## config.mk

```make
export PLATFORM = sky130hd
export DESIGN_NAME = websocket_frame_deframer_flat
export DESIGN_NICKNAME = d
export VERILOG_FILES = /design/src/rtl/wsd_pkg.sv /design/src/rtl/wsd_in_if.sv /design/src/rtl/wsd_out_if.sv /design/src/rtl/wsd_parser.sv /design/src/rtl/wsd_out_buf.sv /design/src/rtl/websocket_frame_deframer.sv /design/src/flat_wrapper.sv
export SDC_FILE = /design/constraint.sdc
export NUM_CORES = 1
export LEC_CHECK = 0
export ABC_AREA = 1
export BUFFER_PORTS_ARGS = -buffer_cell sky130_fd_sc_hd__buf_2
export CAP_MARGIN = 20
export CORE_MARGIN = 2
export CORE_UTILIZATION = 40
export DETAILED_ROUTE_END_ITERATION = 6
export PLACE_DENSITY_LB_ADDON = 0.2
export SYNTH_ARGS = -nofsm -noshare
export SYNTH_HDL_FRONTEND = slang
export SYNTH_SLANG_ARGS = --single-unit
```

## constraint.sdc

```tcl
create_clock -name clk -period 5.4 [get_ports clk]
set_clock_uncertainty 0.1 [all_clocks]
set_input_delay 0 -clock clk [delete_from_list [all_inputs] [get_ports clk]]
set_output_delay 0 -clock clk [all_outputs]
set_load 0.02 [all_outputs]
```

## src/rtl/wsd_pkg.sv

```systemverilog
// Shared types and constants of the WebSocket frame deframer.
package wsd_pkg;

    // Result kinds
    localparam logic [1:0] KIND_PAYLOAD = 2'd0;
    localparam logic [1:0] KIND_HEADER  = 2'd1;
    localparam logic [1:0] KIND_ERROR   = 2'd2;

    // Error codes
    localparam logic [2:0] ERR_FIN_CLEAR  = 3'd0;
    localparam logic [2:0] ERR_RSV_SET    = 3'd1;
    localparam logic [2:0] ERR_TOO_LONG   = 3'd2;
    localparam logic [2:0] ERR_NO_MASK    = 3'd3;
    localparam logic [2:0] ERR_DEGEN_MASK = 3'd4;

    // Register map: one 32-bit register per word
    localparam int          PADDR_W          = 3;
    localparam logic        REG_MAX_PAYLOAD  = 1'b0;
    localparam logic [31:0] MAX_PAYLOAD_INIT = 32'd65536;

    // One result request
    typedef struct packed {
        logic [1:0]  result_kind;
        logic [7:0]  payload_byte;
        logic [3:0]  frame_opcode;
        logic [31:0] frame_length;
        logic        last_byte;
        logic [2:0]  error_code;
    } wsd_result_t;

endpackage

```

## src/rtl/wsd_in_if.sv

```systemverilog
// Byte stream channel into the deframer.
interface wsd_in_if;
    logic       valid;
    logic       ready;
    logic [7:0] stream_byte;
    logic       frame_start;

    modport source (output valid, stream_byte, frame_start, input ready);
    modport sink   (input valid, stream_byte, frame_start, output ready);
endinterface

```

## src/rtl/wsd_out_if.sv

```systemverilog
// Result channel out of the deframer.
interface wsd_out_if;
    logic        valid;
    logic        ready;
    logic [1:0]  result_kind;
    logic [7:0]  payload_byte;
    logic [3:0]  frame_opcode;
    logic [31:0] frame_length;
    logic        last_byte;
    logic [2:0]  error_code;

    modport source (output valid, result_kind, payload_byte, frame_opcode, frame_length,
                    last_byte, error_code, input ready);
    modport sink   (input valid, result_kind, payload_byte, frame_opcode, frame_length,
                    last_byte, error_code, output ready);
endinterface

```

## src/rtl/wsd_parser.sv

```systemverilog
// Frame parser: parse state registers and the per-byte next-state and result logic.
module wsd_parser
    import wsd_pkg::*;
(
    input  logic        clk,
    input  logic        rst_n,
    input  logic        take,
    input  logic [7:0]  stream_byte,
    input  logic        frame_start,
    input  logic [31:0] max_len,
    output logic        res_hit,
    output wsd_result_t res
);

    localparam logic [2:0] PH_HEAD0   = 3'd0;
    localparam logic [2:0] PH_HEAD1   = 3'd1;
    localparam logic [2:0] PH_EXTLEN  = 3'd2;
    localparam logic [2:0] PH_KEY     = 3'd3;
    localparam logic [2:0] PH_PAYLOAD = 3'd4;
    localparam logic [2:0] PH_DROP    = 3'd5;

    localparam logic [6:0] CODE_LEN16 = 7'd126;

    logic [2:0]  phase_reg, phase_next;
    logic [3:0]  opcode_reg, opcode_next;
    logic        masked_reg, masked_next;
    logic [6:0]  code_reg, code_next;
    logic [2:0]  ext_cnt_reg, ext_cnt_next;
    logic [63:0] len_reg, len_next;
    logic [31:0] key_reg, key_next;
    logic [1:0]  key_cnt_reg, key_cnt_next;
    logic [31:0] pay_cnt_reg, pay_cnt_next;

    logic [2:0]  phase_cur;
    logic        len_done;
    logic [2:0]  ext_need;
    logic [7:0]  key_byte;
    logic        is_last;

    // Byte with frame_start restarts at the first header byte
    assign phase_cur = frame_start ? PH_HEAD0 : phase_reg;
    assign ext_need  = (code_reg == CODE_LEN16) ? 3'd2 : 3'd0;

    // Pick the key byte for this payload position, first key byte on top
    always_comb
    begin
        case (pay_cnt_reg[1:0])
            2'd0:    key_byte = key_reg[31:24];
            2'd1:    key_byte = key_reg[23:16];
            2'd2:    key_byte = key_reg[15:8];
            default: key_byte = key_reg[7:0];
        endcase
    end

    assign is_last = (len_reg[63:32] == 32'd0) &&
                     (({1'b0, pay_cnt_reg} + 33'd1) >= {1'b0, len_reg[31:0]});

    // Next state and result for one byte
    always_comb
    begin
        phase_next   = phase_reg;
        opcode_next  = opcode_reg;
        masked_next  = masked_reg;
        code_next    = code_reg;
        ext_cnt_next = ext_cnt_reg;
        len_next     = len_reg;
        key_next     = key_reg;
        key_cnt_next = key_cnt_reg;
        pay_cnt_next = pay_cnt_reg;
        len_done     = 1'b0;
        res_hit      = 1'b0;
        res          = '0;

        case (phase_cur)
            PH_HEAD0:
            begin
                opcode_next  = stream_byte[3:0];
                masked_next  = 1'b0;
                code_next    = 7'd0;
                ext_cnt_next = 3'd0;
                len_next     = 64'd0;
                key_next     = 32'd0;
                key_cnt_next = 2'd0;
                pay_cnt_next = 32'd0;
                if (!stream_byte[7])
                begin
                    phase_next     = PH_DROP;
                    res_hit        = 1'b1;
                    res.result_kind = KIND_ERROR;
                    res.error_code = ERR_FIN_CLEAR;
                end
                else if (stream_byte[6:4] != 3'd0)
                begin
                    phase_next     = PH_DROP;
                    res_hit        = 1'b1;
                    res.result_kind = KIND_ERROR;
                    res.error_code = ERR_RSV_SET;
                end
                else
                begin
                    phase_next = PH_HEAD1;
                end
            end
            PH_HEAD1:
            begin
                masked_next = stream_byte[7];
                code_next   = stream_byte[6:0];
                if (stream_byte[6:0] < CODE_LEN16)
                begin
                    len_next = {57'd0, stream_byte[6:0]};
                    len_done = 1'b1;
                end
                else
                begin
                    len_next     = 64'd0;
                    ext_cnt_next = 3'd0;
                    phase_next   = PH_EXTLEN;
                end
            end
            PH_EXTLEN:
            begin
                len_next     = {len_reg[55:0], stream_byte};
                ext_cnt_next = ext_cnt_reg + 3'd1;
                len_done     = (ext_cnt_next == ext_need);
            end
            PH_KEY:
            begin
                key_next     = {key_reg[23:0], stream_byte};
                key_cnt_next = key_cnt_reg + 2'd1;
                if (key_cnt_next == 2'd0)
                begin
                    res_hit = 1'b1;
                    if ((len_reg != 64'd0) && ((key_next == 32'd0) || (&key_next)))
                    begin
                        phase_next      = PH_DROP;
                        res.result_kind = KIND_ERROR;
                        res.error_code  = ERR_DEGEN_MASK;
                    end
                    else
                    begin
                        pay_cnt_next     = 32'd0;
                        phase_next       = (len_reg != 64'd0) ? PH_PAYLOAD : PH_HEAD0;
                        res.result_kind  = KIND_HEADER;
                        res.frame_length = len_reg[31:0];
                    end
                end
            end
            PH_PAYLOAD:
            begin
                pay_cnt_next = pay_cnt_reg + 32'd1;
                if (is_last)
                begin
                    phase_next = PH_HEAD0;
                end
                res_hit          = 1'b1;
                res.result_kind  = KIND_PAYLOAD;
                res.payload_byte = stream_byte ^ key_byte;
                res.frame_length = len_reg[31:0];
                res.last_byte    = is_last;
            end
            default:
            begin
                phase_next = PH_DROP;
            end
        endcase

        // Length complete: check limit and mask, then go to key or end empty frame
        if (len_done)
        begin
            if ((len_next[63:32] != 32'd0) || (len_next[31:0] > max_len))
            begin
                phase_next      = PH_DROP;
                res_hit         = 1'b1;
                res.result_kind = KIND_ERROR;
                res.error_code  = ERR_TOO_LONG;
            end
            else if (masked_next)
            begin
                phase_next   = PH_KEY;
                key_cnt_next = 2'd0;
                key_next     = 32'd0;
            end
            else if (len_next != 64'd0)
            begin
                phase_next      = PH_DROP;
                res_hit         = 1'b1;
                res.result_kind = KIND_ERROR;
                res.error_code  = ERR_NO_MASK;
            end
            else
            begin
                phase_next      = PH_HEAD0;
                res_hit         = 1'b1;
                res.result_kind = KIND_HEADER;
            end
        end

        res.frame_opcode = opcode_next;
    end

    // Advance parse state on each accepted byte
    always_ff @(posedge clk or negedge rst_n)
    begin
        if (!rst_n)
        begin
            phase_reg   <= PH_HEAD0;
            opcode_reg  <= 4'd0;
            masked_reg  <= 1'b0;
            code_reg    <= 7'd0;
            ext_cnt_reg <= 3'd0;
            len_reg     <= 64'd0;
            key_reg     <= 32'd0;
            key_cnt_reg <= 2'd0;
            pay_cnt_reg <= 32'd0;
        end
        else if (take)
        begin
            phase_reg   <= phase_next;
            opcode_reg  <= opcode_next;
            masked_reg  <= masked_next;
            code_reg    <= code_next;
            ext_cnt_reg <= ext_cnt_next;
            len_reg     <= len_next;
            key_reg     <= key_next;
            key_cnt_reg <= key_cnt_next;
            pay_cnt_reg <= pay_cnt_next;
        end
    end

    // An error always leaves the parser dropping bytes
    a_error_drops: assert property (@(posedge clk) disable iff (!rst_n)
        (take && res_hit && (res.result_kind == KIND_ERROR)) |=> (phase_reg == PH_DROP))
        else $error("error result did not move parser to drop");

    // Payload position never runs past the decoded length
    a_payload_bounded: assert property (@(posedge clk) disable iff (!rst_n)
        (phase_reg == PH_PAYLOAD) |-> ({32'd0, pay_cnt_reg} < len_reg))
        else $error("payload count reached frame length while in payload");

    // Last mark only rides on payload results
    a_last_only_payload: assert property (@(posedge clk) disable iff (!rst_n)
        (res_hit && res.last_byte) |-> (res.result_kind == KIND_PAYLOAD))
        else $error("last mark on a non-payload result");

endmodule

```

## src/rtl/wsd_out_buf.sv

```systemverilog
// Output register with a skid stage for result requests.
module wsd_out_buf
    import wsd_pkg::*;
(
    input  logic        clk,
    input  logic        rst_n,
    input  logic        push,
    input  wsd_result_t push_data,
    output logic        can_push,
    output logic        out_valid,
    input  logic        out_ready,
    output wsd_result_t out_data
);

    logic        out_valid_reg, out_valid_next;
    logic        skid_valid_reg, skid_valid_next;
    wsd_result_t out_data_reg, out_data_next;
    wsd_result_t skid_data_reg, skid_data_next;
    logic        out_fire;

    assign out_fire  = out_valid_reg && out_ready;
    assign can_push  = !skid_valid_reg;
    assign out_valid = out_valid_reg;
    assign out_data  = out_data_reg;

    // Fill the output slot first, park in skid when the output stalls
    always_comb
    begin
        out_valid_next  = out_valid_reg;
        skid_valid_next = skid_valid_reg;
        out_data_next   = out_data_reg;
        skid_data_next  = skid_data_reg;
        if (skid_valid_reg)
        begin
            if (out_fire)
            begin
                out_data_next   = skid_data_reg;
                skid_valid_next = 1'b0;
            end
        end
        else if (push)
        begin
            if (!out_valid_reg || out_fire)
            begin
                out_data_next  = push_data;
                out_valid_next = 1'b1;
            end
            else
            begin
                skid_data_next  = push_data;
                skid_valid_next = 1'b1;
            end
        end
        else if (out_fire)
        begin
            out_valid_next = 1'b0;
        end
    end

    // Hold valid flags
    always_ff @(posedge clk or negedge rst_n)
    begin
        if (!rst_n)
        begin
            out_valid_reg  <= 1'b0;
            skid_valid_reg <= 1'b0;
        end
        else
        begin
            out_valid_reg  <= out_valid_next;
            skid_valid_reg <= skid_valid_next;
        end
    end

    // Hold payloads
    always_ff @(posedge clk)
    begin
        out_data_reg  <= out_data_next;
        skid_data_reg <= skid_data_next;
    end

    // Skid stage only fills behind a full output register
    a_skid_behind_out: assert property (@(posedge clk) disable iff (!rst_n)
        skid_valid_reg |-> out_valid_reg)
        else $error("skid stage full with empty output register");

    // A parked request stays until the output drains
    a_skid_holds: assert property (@(posedge clk) disable iff (!rst_n)
        (skid_valid_reg && !out_ready) |=> (skid_valid_reg && $stable(skid_data_reg)))
        else $error("skid request lost while output stalled");

    // A stalled output request holds valid and payload
    a_out_holds: assert property (@(posedge clk) disable iff (!rst_n)
        (out_valid_reg && !out_ready) |=> (out_valid_reg && $stable(out_data_reg)))
        else $error("output request changed while stalled");

endmodule

```

## src/rtl/websocket_frame_deframer.sv

```systemverilog
// Top level of the WebSocket frame deframer: APB register, parser and output buffer.
//
//  Channel   Dir   Handshake        Payload
//  byte_ch   in    valid/ready      stream_byte[7:0], frame_start
//  result_ch out   valid/ready      result_kind, payload_byte, frame_opcode,
//                                   frame_length, last_byte, error_code
//  apb       in    psel/penable     reg 0 max_payload_bytes at 0x0
//
// One byte per cycle while byte_ch.ready is high: each accepted byte is parsed in the
// cycle it is taken; its result, if any, is registered in the output or skid stage.
// Rate is set by the single parse step plus a two-entry output buffer; byte_ch.ready
// drops only while both output entries are full.
// rst_n is asynchronous: parser returns to waiting for the first header byte and
// max_payload_bytes returns to 65536. No clearing pass is needed.
module websocket_frame_deframer
    import wsd_pkg::*;
(
    input  logic               clk,
    input  logic               rst_n,
    input  logic               psel,
    input  logic               penable,
    input  logic               pwrite,
    input  logic [PADDR_W-1:0] paddr,
    input  logic [31:0]        pwdata,
    output logic [31:0]        prdata,
    output logic               pready,
    wsd_in_if.sink             byte_ch,
    wsd_out_if.source          result_ch
);

    logic [31:0] max_len_reg;
    logic        take;
    logic        res_hit;
    logic        can_push;
    wsd_result_t res;
    wsd_result_t out_data;

    // Configuration register
    assign pready = 1'b1;
    assign prdata = (paddr[2] == REG_MAX_PAYLOAD) ? max_len_reg : 32'd0;

    always_ff @(posedge clk or negedge rst_n)
    begin
        if (!rst_n)
        begin
            max_len_reg <= MAX_PAYLOAD_INIT;
        end
        else if (psel && penable && pwrite && (paddr[2] == REG_MAX_PAYLOAD))
        begin
            max_len_reg <= pwdata;
        end
    end

    // Accept a byte while the output buffer has room
    assign byte_ch.ready = can_push;
    assign take          = byte_ch.valid && can_push;

    wsd_parser u_parser (
        .clk         (clk),
        .rst_n       (rst_n),
        .take        (take),
        .stream_byte (byte_ch.stream_byte),
        .frame_start (byte_ch.frame_start),
        .max_len     (max_len_reg),
        .res_hit     (res_hit),
        .res         (res)
    );

    wsd_out_buf u_out_buf (
        .clk       (clk),
        .rst_n     (rst_n),
        .push      (take && res_hit),
        .push_data (res),
        .can_push  (can_push),
        .out_valid (result_ch.valid),
        .out_ready (result_ch.ready),
        .out_data  (out_data)
    );

    // Drive result fields
    assign result_ch.result_kind  = out_data.result_kind;
    assign result_ch.payload_byte = out_data.payload_byte;
    assign result_ch.frame_opcode = out_data.frame_opcode;
    assign result_ch.frame_length = out_data.frame_length;
    assign result_ch.last_byte    = out_data.last_byte;
    assign result_ch.error_code   = out_data.error_code;

endmodule

```

## src/flat_wrapper.sv

```systemverilog
// flat-port wrapper written by rule: the top's interface ports become plain ports
module websocket_frame_deframer_flat import wsd_pkg::*;
  (clk, rst_n, psel, penable, pwrite, paddr, pwdata, prdata, pready, byte_ch_valid, byte_ch_stream_byte, byte_ch_frame_start, byte_ch_ready, result_ch_valid, result_ch_result_kind, result_ch_payload_byte, result_ch_frame_opcode, result_ch_frame_length, result_ch_last_byte, result_ch_error_code, result_ch_ready);
  wsd_in_if byte_ch_i ();
  wsd_out_if result_ch_i ();
  input  logic clk;
  input  logic rst_n;
  input  logic psel;
  input  logic penable;
  input  logic pwrite;
  input  logic [PADDR_W-1:0] paddr;
  input  logic [31:0] pwdata;
  output logic [31:0] prdata;
  output logic pready;
  input wire logic [$bits(byte_ch_i.valid)-1:0] byte_ch_valid;
  input wire logic [$bits(byte_ch_i.stream_byte)-1:0] byte_ch_stream_byte;
  input wire logic [$bits(byte_ch_i.frame_start)-1:0] byte_ch_frame_start;
  output wire logic [$bits(byte_ch_i.ready)-1:0] byte_ch_ready;
  output wire logic [$bits(result_ch_i.valid)-1:0] result_ch_valid;
  output wire logic [$bits(result_ch_i.result_kind)-1:0] result_ch_result_kind;
  output wire logic [$bits(result_ch_i.payload_byte)-1:0] result_ch_payload_byte;
  output wire logic [$bits(result_ch_i.frame_opcode)-1:0] result_ch_frame_opcode;
  output wire logic [$bits(result_ch_i.frame_length)-1:0] result_ch_frame_length;
  output wire logic [$bits(result_ch_i.last_byte)-1:0] result_ch_last_byte;
  output wire logic [$bits(result_ch_i.error_code)-1:0] result_ch_error_code;
  input wire logic [$bits(result_ch_i.ready)-1:0] result_ch_ready;
  assign byte_ch_i.valid = byte_ch_valid;
  assign byte_ch_i.stream_byte = byte_ch_stream_byte;
  assign byte_ch_i.frame_start = byte_ch_frame_start;
  assign byte_ch_ready = byte_ch_i.ready;
  assign result_ch_valid = result_ch_i.valid;
  assign result_ch_result_kind = result_ch_i.result_kind;
  assign result_ch_payload_byte = result_ch_i.payload_byte;
  assign result_ch_frame_opcode = result_ch_i.frame_opcode;
  assign result_ch_frame_length = result_ch_i.frame_length;
  assign result_ch_last_byte = result_ch_i.last_byte;
  assign result_ch_error_code = result_ch_i.error_code;
  assign result_ch_i.ready = result_ch_ready;
  websocket_frame_deframer u_core (.clk(clk), .rst_n(rst_n), .psel(psel), .penable(penable), .pwrite(pwrite), .paddr(paddr), .pwdata(pwdata), .prdata(prdata), .pready(pready), .byte_ch(byte_ch_i), .result_ch(result_ch_i));
endmodule
```

==> results.toml, run 1 <==
[finish]
layout.cells.most_common_list = "sky130_fd_sc_hd__nand2_1, sky130_fd_sc_hd__nor2_1, sky130_fd_sc_hd__inv_1"
n_antenna_cell = 0
synthToLayoutAreaGrowth_pct = 17.2
design.final.nets = 2208
fillCellCount = 3712
leading_cell_type_in_the_layout_fill_and_taps_excluded = "sky130_fd_sc_hd__nand2_1"
finish.cell_count_without_fillers = 2630
final_layout_size_suffix_gt1_frac = 0.115
largest_register_ff_count = 64
post-route-cell-area_um2 = 18300

[worst_setup_path]
start_kind = "flip-flop"
critPathKind = "reg -> reg"
worstPathArrival_ns = 4.56
timing.critical_path.from = "u_core.u_parser.phase_reg[1]"
crit_fanout = 37
critical_path.endpoint_type = "flip-flop"
required_ns = 5.50
r2r-end = "u_core.u_out_buf.out_data[25]"
worst-r2r-setup-slack_ns = 0.94
critical_path.endpoint = "u_core.u_out_buf.out_data[25]"
reg2regPathDepth = 17
crit-reg2reg-launch = "u_core.u_parser.phase_reg[1]"

[hold_path]
type_of_the_worst_min_delay_path = "in -> reg"

[run]
max-cap-violations = 0

[sta]
totalNegativeSetupSlack_ns = 0
drv_slew = 0
worstMarginPinSlew_ns = 1.07
finalSetupViolations = 0
final_worst_path_period_need_ns = 4.46
post-route-period-util = 0.825
max-slew-margin-rel = 0.285
setup_slack_ns = 0.944
rsz0062_at_grt = "false"
timing_hold_violations_final = 0
timing.fmax_mhz = 224

[die]
pin_count = 136
effective_utilization_at_floorplan = 0.405
dieArea_um2 = 40700
chipWidth_um = 202
placeable_core_region_um2 = 38600
placementRows = 72
die_h_um = 202

[yosys]
fraction_of_synthesis_flops_using_an_asynchronous_set_or_reset_pin = 0.645
most_area_hungry_cell_type_in_the_yosys_netlist = "sky130_fd_sc_hd__dfrtp_1"
synth_seq_cells = 282
post_synth_inst_count = 1945
synth.cell_area_um2 = 15600
average_cell_area_after_synthesis_um2 = 8.05
ys_dominant_reg_cell = "sky130_fd_sc_hd__dfrtp_1"
ys_top_cells_by_area = "sky130_fd_sc_hd__dfrtp_1, sky130_fd_sc_hd__edfxtp_1, sky130_fd_sc_hd__nand2_1"
seq_area_frac_synth = 0.483
syn_nets = 2066
synth.distinct_cells = 48
yosys.area.top_type_share = 0.289
warning_count_from_the_yosys_run = 0
synth-edff-count = 100

[global_route]
grt_pass1_wl_um = 70600
grt_start_max_net_pins = 183
first_global_vias = 13100
globalRouteTotalUtil = 0.216
antenna_violations_before_repair = 0
globalRoute.totalOverflow = 0

[clock_network]
cts-buffers-inserted = 34
cts-root-buf = "sky130_fd_sc_hd__clkbuf_16"
clock_slew_at_the_register_clock_pins_of_the_worst_setup_and_hold_paths_ns = 0.06
cts_max_path_buffers = 3
cts.htree.levels = 2
tritoncts = "built"
cts_sinks = 282
worstSkewPairLatency_ns = 0.51
post_cts.resized_instances = 0
setup_bufs_post_cts = 0
ctsHoldBuffers = 43

[power]
power_density_over_the_cells_nw_per_um2 = 268
power.ir.vdd_worst_v = 0.000200
power_leakage_nw = 9.10
totalPowerFinal_w = 0.00492

[place]
detailedPlace.worstSlack_ns = 0.966
place.detailed.hpwl_um = 31300
place_inst = 2525
finalWeightedCongestion = 0.880
port_buffers = 132
postPlaceCellArea_um2 = 16700

[routing]
drt_first_pass_iters = 7
num_vias = 13800
remaining_drcs = 0
route.antenna.remaining_nets = 0
dr.first_iter.drc_count = 1144
detail_route.vias_per_cell = 5.24
wire_per_inst_um = 16.7
wirelength_um = 43900

[outcome]
run_status = "finished clean"
worst max-delay path: stages, from the launching register on:
cell	delay (ns)
sky130_fd_sc_hd__dfrtp_1	0.40
sky130_fd_sc_hd__nand2_2	0.10
sky130_fd_sc_hd__nand2_2	0.06
sky130_fd_sc_hd__buf_4	0.31
sky130_fd_sc_hd__nand2_1	0.38
sky130_fd_sc_hd__o21ai_0	0.43
sky130_fd_sc_hd__ha_1	0.20
sky130_fd_sc_hd__nand4_1	0.10
sky130_fd_sc_hd__nor4_1	0.44
sky130_fd_sc_hd__nand2_1	0.10
sky130_fd_sc_hd__nand2_1	0.07
sky130_fd_sc_hd__nand2_1	0.13
sky130_fd_sc_hd__nand2_1	0.11
sky130_fd_sc_hd__nand2_2	0.09
sky130_fd_sc_hd__nand3_1	0.09
sky130_fd_sc_hd__nand2_1	0.18
sky130_fd_sc_hd__a21oi_4	0.55
sky130_fd_sc_hd__buf_12	0.28
synth_stat cells (all sizes together) (2+ instances only):
cell / n
xor2: 26
clkbuf: 52
o21ai: 138
o22ai: 46
nand2: 517
edfxtp: 100
nand3: 108
buf: 33
a21boi: 2
nor4: 24
ha: 70
a32oi: 8
or2: 5
clkinv: 3
a21oi: 82
nor2: 248
a31oi: 33
dfrtp: 181
nand4: 43
o211ai: 2
nor3: 16
inv: 196
where the power goes:
part,switching (W),internal [W]
Combinational,0.000216,0.000103
Clock,0.000901,0.00144
Sequential,0.0000120,0.00225
Total,0.00113,0.00379
cell type report:
cell class	count	area [um^2]	share of cell area
clock inverters	11	113	0.00614
repair buffers	191	1260	0.0689
multi-input cells	1379	6960	0.380
flip-flops and latches	282	7560	0.412
well taps	518	648	0.0353
clock buffers	50	1040	0.0570
inverters	199	749	0.0409
stage by stage:
stage	utilization	hold WS, ns
after floorplan	-	-0.396
after global placement	0.433	0.145
after detailed placement	0.433	0.147
after CTS	0.474	0.00347
after global routing	0.474	0.0625
final	0.474	0.0261
worst min-delay path by stage:
| stage | startpoint | end | slack (ns) | cells after the start |
|---|---|---|---|---|
| 2_1_floorplan | rst_n | u_core.max_len_reg[0] | -0.40 | 0 |
| 3_3_place_gp | pwdata[16] | u_core.max_len_reg[16] | 0.15 | 3 |
| 3_5_place_dp | pwdata[16] | u_core.max_len_reg[16] | 0.15 | 3 |
| 4_1_cts | byte_ch_frame_start | u_core.u_parser.ext_cnt_reg[2] | 0.003 | 4 |
| 5_1_grt | byte_ch_frame_start | u_core.u_parser.ext_cnt_reg[1] | 0.06 | 4 |
| 6_report | byte_ch_frame_start | u_core.u_parser.ext_cnt_reg[1] | 0.03 | 4 |
layer usage:
metal	routed length [um]	GRT usage
met5	0	0
met4	1280	0.0743
met3	2270	0.0268
met2	20600	0.347
met1	19700	0.301
cells by family (layout without fill, tap and decap cells):
group,after synthesis,after routing,share of synthesized area
AO/OA/AOI/OAI,315,315,0.111
XOR/XNOR,27,27,0.0151
adder cells (fa/ha/maj),70,70,0.0560
buffers and inverters,284,451,0.0736
flip-flops,282,282,0.483
multiplexers,1,1,0.000640
other,1,1,0.000240
AND/OR/NAND/NOR,965,965,0.261
No activity file was read; power rests on OpenSTA's default activity.
==> inputs of run 2 (changes only) <==
--- a/config.mk
+++ b/config.mk
@@ -5,7 +5,7 @@
 export SDC_FILE = /design/constraint.sdc
 export NUM_CORES = 1
 export LEC_CHECK = 0
-export ABC_AREA = 1
+export ABC_AREA = 0
 export BUFFER_PORTS_ARGS = -buffer_cell sky130_fd_sc_hd__buf_2
 export CAP_MARGIN = 20
 export CORE_MARGIN = 2
==> constraint.sdc (replaced) <==
create_clock -name clk -period 4.5 [get_ports clk]
set_clock_uncertainty 0.1 [all_clocks]
set_input_delay 0 -clock clk [delete_from_list [all_inputs] [get_ports clk]]
set_output_delay 0 -clock clk [all_outputs]
set_load 0.02 [all_outputs]
==> run 2 against run 1 <==
Effect of this change: worst hold slack improved by 0.083 ns; clock power is 27% higher; combinational power grew to 7.1 times the previous value; non-clock buffer count rose by 36; die area is 6.7% lower; sequential cell count stayed put; synthesized area decreased by 6.9%.
==> results.toml, run 2 <==
[routing]
dr.first_iter.drc_count = 725
num_vias = 11200
wire_per_inst_um = 19.1
wirelength_um = 39200
drt_first_pass_iters = 5
remaining_drcs = 0
detail_route.vias_per_cell = 5.48
route.antenna.remaining_nets = 0

[die]
chipWidth_um = 195
effective_utilization_at_floorplan = 0.408
placementRows = 69
pin_count = 136
die_h_um = 195
dieArea_um2 = 38000
placeable_core_region_um2 = 35700

[clock_network]
cts_max_path_buffers = 3
cts.htree.levels = 2
worstSkewPairLatency_ns = 0.52
tritoncts = "built"
cts-buffers-inserted = 34
cts-root-buf = "sky130_fd_sc_hd__clkbuf_16"
cts_sinks = 282
clock_slew_at_the_register_clock_pins_of_the_worst_setup_and_hold_paths_ns = 0.06

[place]
detailedPlace.worstSlack_ns = 0.142
port_buffers = 132
place.detailed.hpwl_um = 27800
place_inst = 1937
finalWeightedCongestion = 0.906

[worst_setup_path]
critPathSlowestCell = "sky130_fd_sc_hd__dfrtp_2"
critPathKind = "reg -> reg"
crit_fanout = 21
worst_path_largest_cell_delay_ns = 0.50
critical_path.endpoint_type = "flip-flop"
start_kind = "flip-flop"
worstPathCellList = "a21o_1 > buf_4 > a22oi_1 > nor2_1 > ha_1 > nand3_1 > or3_1 > a311o_1 > a311oi_2 > nor3b_4 > buf_4 > nor2_2 > o31ai_4 > nor3b_4 > buf_4 > clkbuf_16"
worstPathArrival_ns = 4.46
cp_common_cell = "sky130_fd_sc_hd__buf_4"
required_ns = 4.63

[global_route]
grt_pass1_wl_um = 62300
globalRoute.totalOverflow = 0
antenna_violations_before_repair = 0
first_global_vias = 11100
grt_start_max_net_pins = 123
globalRouteTotalUtil = 0.206

[finish]
largest_register_ff_count = 64
synthToLayoutAreaGrowth_pct = 22.0
layout.cells.most_common_list = "sky130_fd_sc_hd__dfrtp_1, sky130_fd_sc_hd__nand2_1, sky130_fd_sc_hd__buf_2"
fillCellCount = 3246
finish.cell_count_without_fillers = 2049
leading_cell_type_in_the_layout_fill_and_taps_excluded = "sky130_fd_sc_hd__dfrtp_1"
final_layout_size_suffix_gt1_frac = 0.225
design.final.nets = 1683
n_antenna_cell = 0

[yosys]
post_synth_inst_count = 1372
synthMostInstantiatedCell = "sky130_fd_sc_hd__dfrtp_1"
synth.cell_area_um2 = 14600
synth_seq_cells = 282
synth_common_cells = "sky130_fd_sc_hd__dfrtp_1, sky130_fd_sc_hd__nand2_1, sky130_fd_sc_hd__edfxtp_1"
fraction_of_synthesis_flops_using_an_asynchronous_set_or_reset_pin = 0.645
ys_dominant_reg_cell = "sky130_fd_sc_hd__dfrtp_1"
average_cell_area_after_synthesis_um2 = 10.6
seq_area_frac_synth = 0.519
syn_nets = 1493
ys_top_cells_by_area = "sky130_fd_sc_hd__dfrtp_1, sky130_fd_sc_hd__edfxtp_1, sky130_fd_sc_hd__mux2_2"
warning_count_from_the_yosys_run = 0
synth.distinct_cells = 71
yosys.area.top_type_share = 0.311
most_area_hungry_cell_type_in_the_yosys_netlist = "sky130_fd_sc_hd__dfrtp_1"
synth-edff-count = 100

[power]
totalPowerFinal_w = 0.00861
power.ir.vdd_worst_v = 0.000303
power_density_over_the_cells_nw_per_um2 = 484
power_leakage_nw = 8.00

[sta]
drv_slew = 0
timing_hold_violations_final = 0
holdWs_ns = 0.109
worstMarginPinSlew_ns = 0.930
post-route-period-util = 0.962
timing.fmax_mhz = 231
totalNegativeSetupSlack_ns = 0
final_worst_path_period_need_ns = 4.33
finalSetupViolations = 0
max-slew-margin-rel = 0.379
setup_slack_ns = 0.172

[hold_path]
type_of_the_worst_min_delay_path = "in -> reg"

[run]
max-cap-violations = 0

[outcome]
run_status = "finished clean"
run 2: cell families (layout without fill, tap and decap cells):
group | after synthesis | after routing | share of synthesized area
xor+xnor | 40 | 40 | 0.0240
fa+ha+maj | 70 | 70 | 0.0601
simple gates | 431 | 431 | 0.145
buf+inv | 162 | 378 | 0.0427
mux | 92 | 92 | 0.0711
flops | 282 | 282 | 0.519
compound gates | 294 | 294 | 0.139
other cells | 1 | 1 | 0.000257
run 2: path summary, 6_finish.rpt:
path | startpoint | end | slack [ns] | cells after the start
min in group asynchronous | rst_n | u_core.max_len_reg[21] | 0.46 | 4
hold reg to reg | u_core.u_parser.opcode_reg[0] | u_core.u_parser.opcode_reg[0] | 0.37 | 2
setup reg to reg | u_core.u_parser.phase_reg[0] | u_core.u_out_buf.skid_data_reg[48] | 0.17 | 16
max in group asynchronous | rst_n | u_core.u_parser.phase_reg[0] | 3.13 | 4
hold / removal | penable | u_core.max_len_reg[17] | 0.11 | 4
setup / recovery | u_core.u_parser.phase_reg[0] | u_core.u_out_buf.skid_data_reg[48] | 0.17 | 16
run 2: power by group:
group          switching, W  total [W]  internal [W]
combinational       0.00143    0.00228      0.000848
sequential         0.000230    0.00335       0.00312
clock               0.00111    0.00298       0.00187
run 2: critical path, delay by kind of cell (launching register included):
| family | cells | cell delay, ns |
|---|---|---|
| flops | 1 | 0.50 |
| buf+inv | 4 | 0.72 |
| simple gates | 6 | 1.13 |
| compound gates | 5 | 1.23 |
| fa+ha+maj | 1 | 0.33 |
run 2: layout make-up:
cell class,count,area (um^2),share of cell area
inverter,89,334,0.0188
clock buffer,41,918,0.0516
multi-input combinational,928,6520,0.367
timing repair buffer,227,1570,0.0882
tap,461,577,0.0324
clock inverter,21,305,0.0172
sequential,282,7560,0.425
run 2: stage by stage:
step	utilization	cell area [um^2]
after detailed placement	0.447	16000
after floorplan	-	14700
after global routing	0.498	17800
after CTS	0.495	17700
final	0.498	17800
after global placement	0.447	16000
run 2: what timing repair did:
action,4_1_cts,5_1_grt
resized for setup,0,11
endpoints found under the hold margin,181,0
setup endpoints to repair,0,139
hold buffers,46,0
buffers inserted,0,3
run 2: routing by layer:
metal,share of wire,wire length (um),track usage
met5,0,0,0
met1,0.46,18000,0.299
met4,0.029,1130,0.0676
met2,0.44,17200,0.311
met3,0.073,2870,0.0380
==> inputs of run 3 (changes only) <==
--- a/config.mk
+++ b/config.mk
@@ -11,7 +11,9 @@
 export CORE_MARGIN = 2
 export CORE_UTILIZATION = 40
 export DETAILED_ROUTE_END_ITERATION = 6
+export GPL_TIMING_DRIVEN = 0
 export PLACE_DENSITY_LB_ADDON = 0.2
+export SETUP_SLACK_MARGIN = 0.15
 export SYNTH_ARGS = -nofsm -noshare
 export SYNTH_HDL_FRONTEND = slang
 export SYNTH_SLANG_ARGS = --single-unit
==> run 3 against run 2 <==
Effect of this change: the run now ends with hold timing left; sequential cell count is the same; core utilization is 1.4 points higher; sequential share of layout area down 1.1 points; non-clock buffer count grew 57; clock power fell by 7.4%; power up 1.2%; combinational power grew 14%; worst hold slack got worse by 0.14 ns; first-iteration DRC count rose by 21%; register-to-register slack better by 0.08 ns; final cell count increased by 2.6%; largest power group unchanged; highest routed layer unchanged.
==> results.toml, run 3 (same netlist as run 2, synthesis figures left out) <==
[outcome]
run_status = "finished with violations"
failed_checks = "hold timing"

[routing]
num_vias = 11700
route.antenna.remaining_nets = 0
met3WireLength_um = 3260
wirelength_met1_um = 18800
dr.first_iter.drc_count = 874
wirelength_um = 42100
highest-signal-layer = "met4"
drt_first_pass_iters = 5
remaining_drcs = 0
dr_wl_met2_um = 18800
detail_route.vias_per_cell = 5.57
wire_per_inst_um = 20.1

[clock_network]
cts_max_path_buffers = 3
tritoncts = "built"
cts-root-buf = "sky130_fd_sc_hd__clkbuf_16"
cts_sinks = 282
cts.htree.levels = 1
cts-buffers-inserted = 31
worstSkewPairLatency_ns = 0.58
clock_slew_at_the_register_clock_pins_of_the_worst_setup_and_hold_paths_ns = 0.06

[die]
placeable_core_region_um2 = 35700
die_h_um = 195
chipWidth_um = 195
dieArea_um2 = 38000
pin_count = 136
effective_utilization_at_floorplan = 0.408
placementRows = 69

[global_route]
antenna_violations_before_repair = 0
grt_start_max_net_pins = 93
globalRoute.totalOverflow = 0
first_global_vias = 11600
grt_pass1_wl_um = 66100
globalRouteTotalUtil = 0.219

[power]
p_switching_w = 0.00292
power_leakage_nw = 8.07
totalPowerFinal_w = 0.00871
switch_share = 0.335
power.ir.vdd_worst_v = 0.000332
clock_power_share = 0.316
p_seq_frac = 0.385
power_density_over_the_cells_nw_per_um2 = 477
power.combinational.fraction = 0.299
power.internal_w = 0.00579

[run]
max-cap-violations = 0

[sta]
final_worst_path_period_need_ns = 4.25
drv_slew = 0
timing.fmax_mhz = 235
worstMarginPinSlew_ns = 0.787
holdWs_ns = -0.0300
max-slew-margin-rel = 0.476
finalSetupViolations = 0
timing_hold_violations_final = 1
setup_slack_ns = 0.247
rsz0062_at_grt = "true"
post-route-period-util = 0.945

[worst_setup_path]
critPathKind = "reg -> reg"
required_ns = 4.70
worstPathArrival_ns = 4.45
start_kind = "flip-flop"
reg2regPathDepth = 19
critical_path.endpoint_type = "flip-flop"
crit_fanout = 8
r2r-end = "u_core.u_out_buf.skid_data_reg[31]"
crit-reg2reg-launch = "u_core.u_parser.phase_reg[0]"
worst-r2r-setup-slack_ns = 0.25

[hold_path]
worstHoldEndpoint = "u_core.u_parser.ext_cnt_reg[1]"
whs_path_depth = 5
type_of_the_worst_min_delay_path = "in -> reg"
hold_start = "byte_ch_frame_start"

[finish]
layout.cells.most_common_list = "sky130_fd_sc_hd__dfrtp_1, sky130_fd_sc_hd__nand2_1, sky130_fd_sc_hd__buf_2"
fillCellCount = 3290
synthToLayoutAreaGrowth_pct = 25.3
leading_cell_type_in_the_layout_fill_and_taps_excluded = "sky130_fd_sc_hd__dfrtp_1"
largest_register_ff_count = 64
design.final.nets = 1737
n_antenna_cell = 0
final_layout_size_suffix_gt1_frac = 0.228

[place]
port_buffers = 124
finalWeightedCongestion = 0.912
detailedPlace.worstSlack_ns = -0.842
place.detailed.hpwl_um = 30000
[run 3: cell count changes in the layout (fill, tap and decap cells not counted), sizes merged]
cell and delta:
clkbuf +52, dlygate4sd3 +3, clkinvlp +5, inv -2, buf -6, clkinv +1
[run 3: how the worst max path moves through the flow]
| stage | from | end | slack [ns] | cells after the start |
|---|---|---|---|---|
| 4_1_cts | u_core.u_parser.phase_reg[0] | u_core.u_out_buf.skid_data_reg[32] | 0.12 | 19 |
| 5_1_grt | u_core.u_parser.phase_reg[0] | u_core.u_out_buf.skid_data_reg[31] | 0.09 | 19 |
| 3_3_place_gp | u_core.u_parser.phase_reg[1] | u_core.u_out_buf.out_data[21] | -1.67 | 14 |
| 6_report | u_core.u_parser.phase_reg[0] | u_core.u_out_buf.skid_data_reg[31] | 0.25 | 19 |
| 2_1_floorplan | u_core.u_parser.phase_reg[0] | u_core.u_out_buf.out_data[0] | -0.47 | 16 |
| 3_5_place_dp | u_core.u_parser.phase_reg[1] | u_core.u_out_buf.out_data[21] | -0.84 | 16 |
[run 3: worst max-delay path, cell delays in order (launching register included)]
cell,delay (ns)
sky130_fd_sc_hd__dfrtp_2,0.45
sky130_fd_sc_hd__buf_6,0.14
sky130_fd_sc_hd__a21o_1,0.19
sky130_fd_sc_hd__buf_6,0.14
sky130_fd_sc_hd__nand2_4,0.07
sky130_fd_sc_hd__buf_6,0.13
sky130_fd_sc_hd__clkbuf_16,0.16
sky130_fd_sc_hd__o22ai_4,0.08
sky130_fd_sc_hd__ha_4,0.28
sky130_fd_sc_hd__nand2_2,0.05
sky130_fd_sc_hd__or3_4,0.39
sky130_fd_sc_hd__a311o_1,0.31
sky130_fd_sc_hd__a311oi_2,0.37
sky130_fd_sc_hd__nor3b_4,0.09
sky130_fd_sc_hd__buf_12,0.15
sky130_fd_sc_hd__nor2_4,0.13
sky130_fd_sc_hd__o31ai_4,0.11
sky130_fd_sc_hd__nor3b_4,0.29
sky130_fd_sc_hd__buf_12,0.19
sky130_fd_sc_hd__clkbuf_16,0.15
[run 3: power by group through the flow]
stage	registers, W	clock network (W)	logic (W)
global route	0.00338	0.00291	0.00283
detailed placement	0.00338	0	0.00230
global placement	0.00339	0	0.00222
CTS	0.00334	0.00280	0.00247
finish	0.00335	0.00276	0.00261
floorplan	0.00353	0	0.00135
[run 3: metal layers]
layer | vias up | track usage
met1 | 5637 | 0.311
met2 | 498 | 0.343
met4 | 0 | 0.0667
met3 | 96 | 0.0394
li1 | 5478 | -
met5 | - | 0
[run 3: repair_timing]
| item | in CTS | in global routing |
|---|---|---|
| cloned | 0 | 5 |
| pin swaps | 9 | 21 |
| setup buffers | 16 | 12 |
| hold buffers | 48 | 1 |
| gates resized for setup | 28 | 48 |
| endpoints found under the hold margin | 289 | 1 |
| endpoints found under the setup margin | 146 | 136 |
[run 3: metrics by stage]
| stage | hold WS, ns | setup TNS [ns] | instances | cell area, um^2 | utilization |
|---|---|---|---|---|---|
| 2_1_floorplan | -0.396 | -39.90 | 1372 | 14700 | - |
| 3_3_place_gp | 0.132 | -165.66 | 1957 | 15900 | 0.444 |
| 3_5_place_dp | -0.0289 | -71.78 | 1962 | 16000 | 0.447 |
| 4_1_cts | 0.00334 | 0 | 2084 | 17900 | 0.500 |
| 5_1_grt | 0.00247 | 0 | 2102 | 18300 | 0.511 |
| 6_report | -0.0300 | 0 | 2102 | 18300 | 0.511 |
[run 3: final cells by class]
| class | count | area, um^2 | area share |
|---|---|---|---|
| Buffer | 73 | 359 | 0.0197 |
| Clock buffer | 33 | 783 | 0.0429 |
| Clock inverter | 25 | 323 | 0.0177 |
| Inverter | 89 | 334 | 0.0183 |
| Multi-Input combinational cell | 928 | 6730 | 0.369 |
| Sequential cell | 282 | 7560 | 0.414 |
| Tap cell | 461 | 577 | 0.0316 |
| Timing Repair Buffer | 211 | 1590 | 0.0873 |
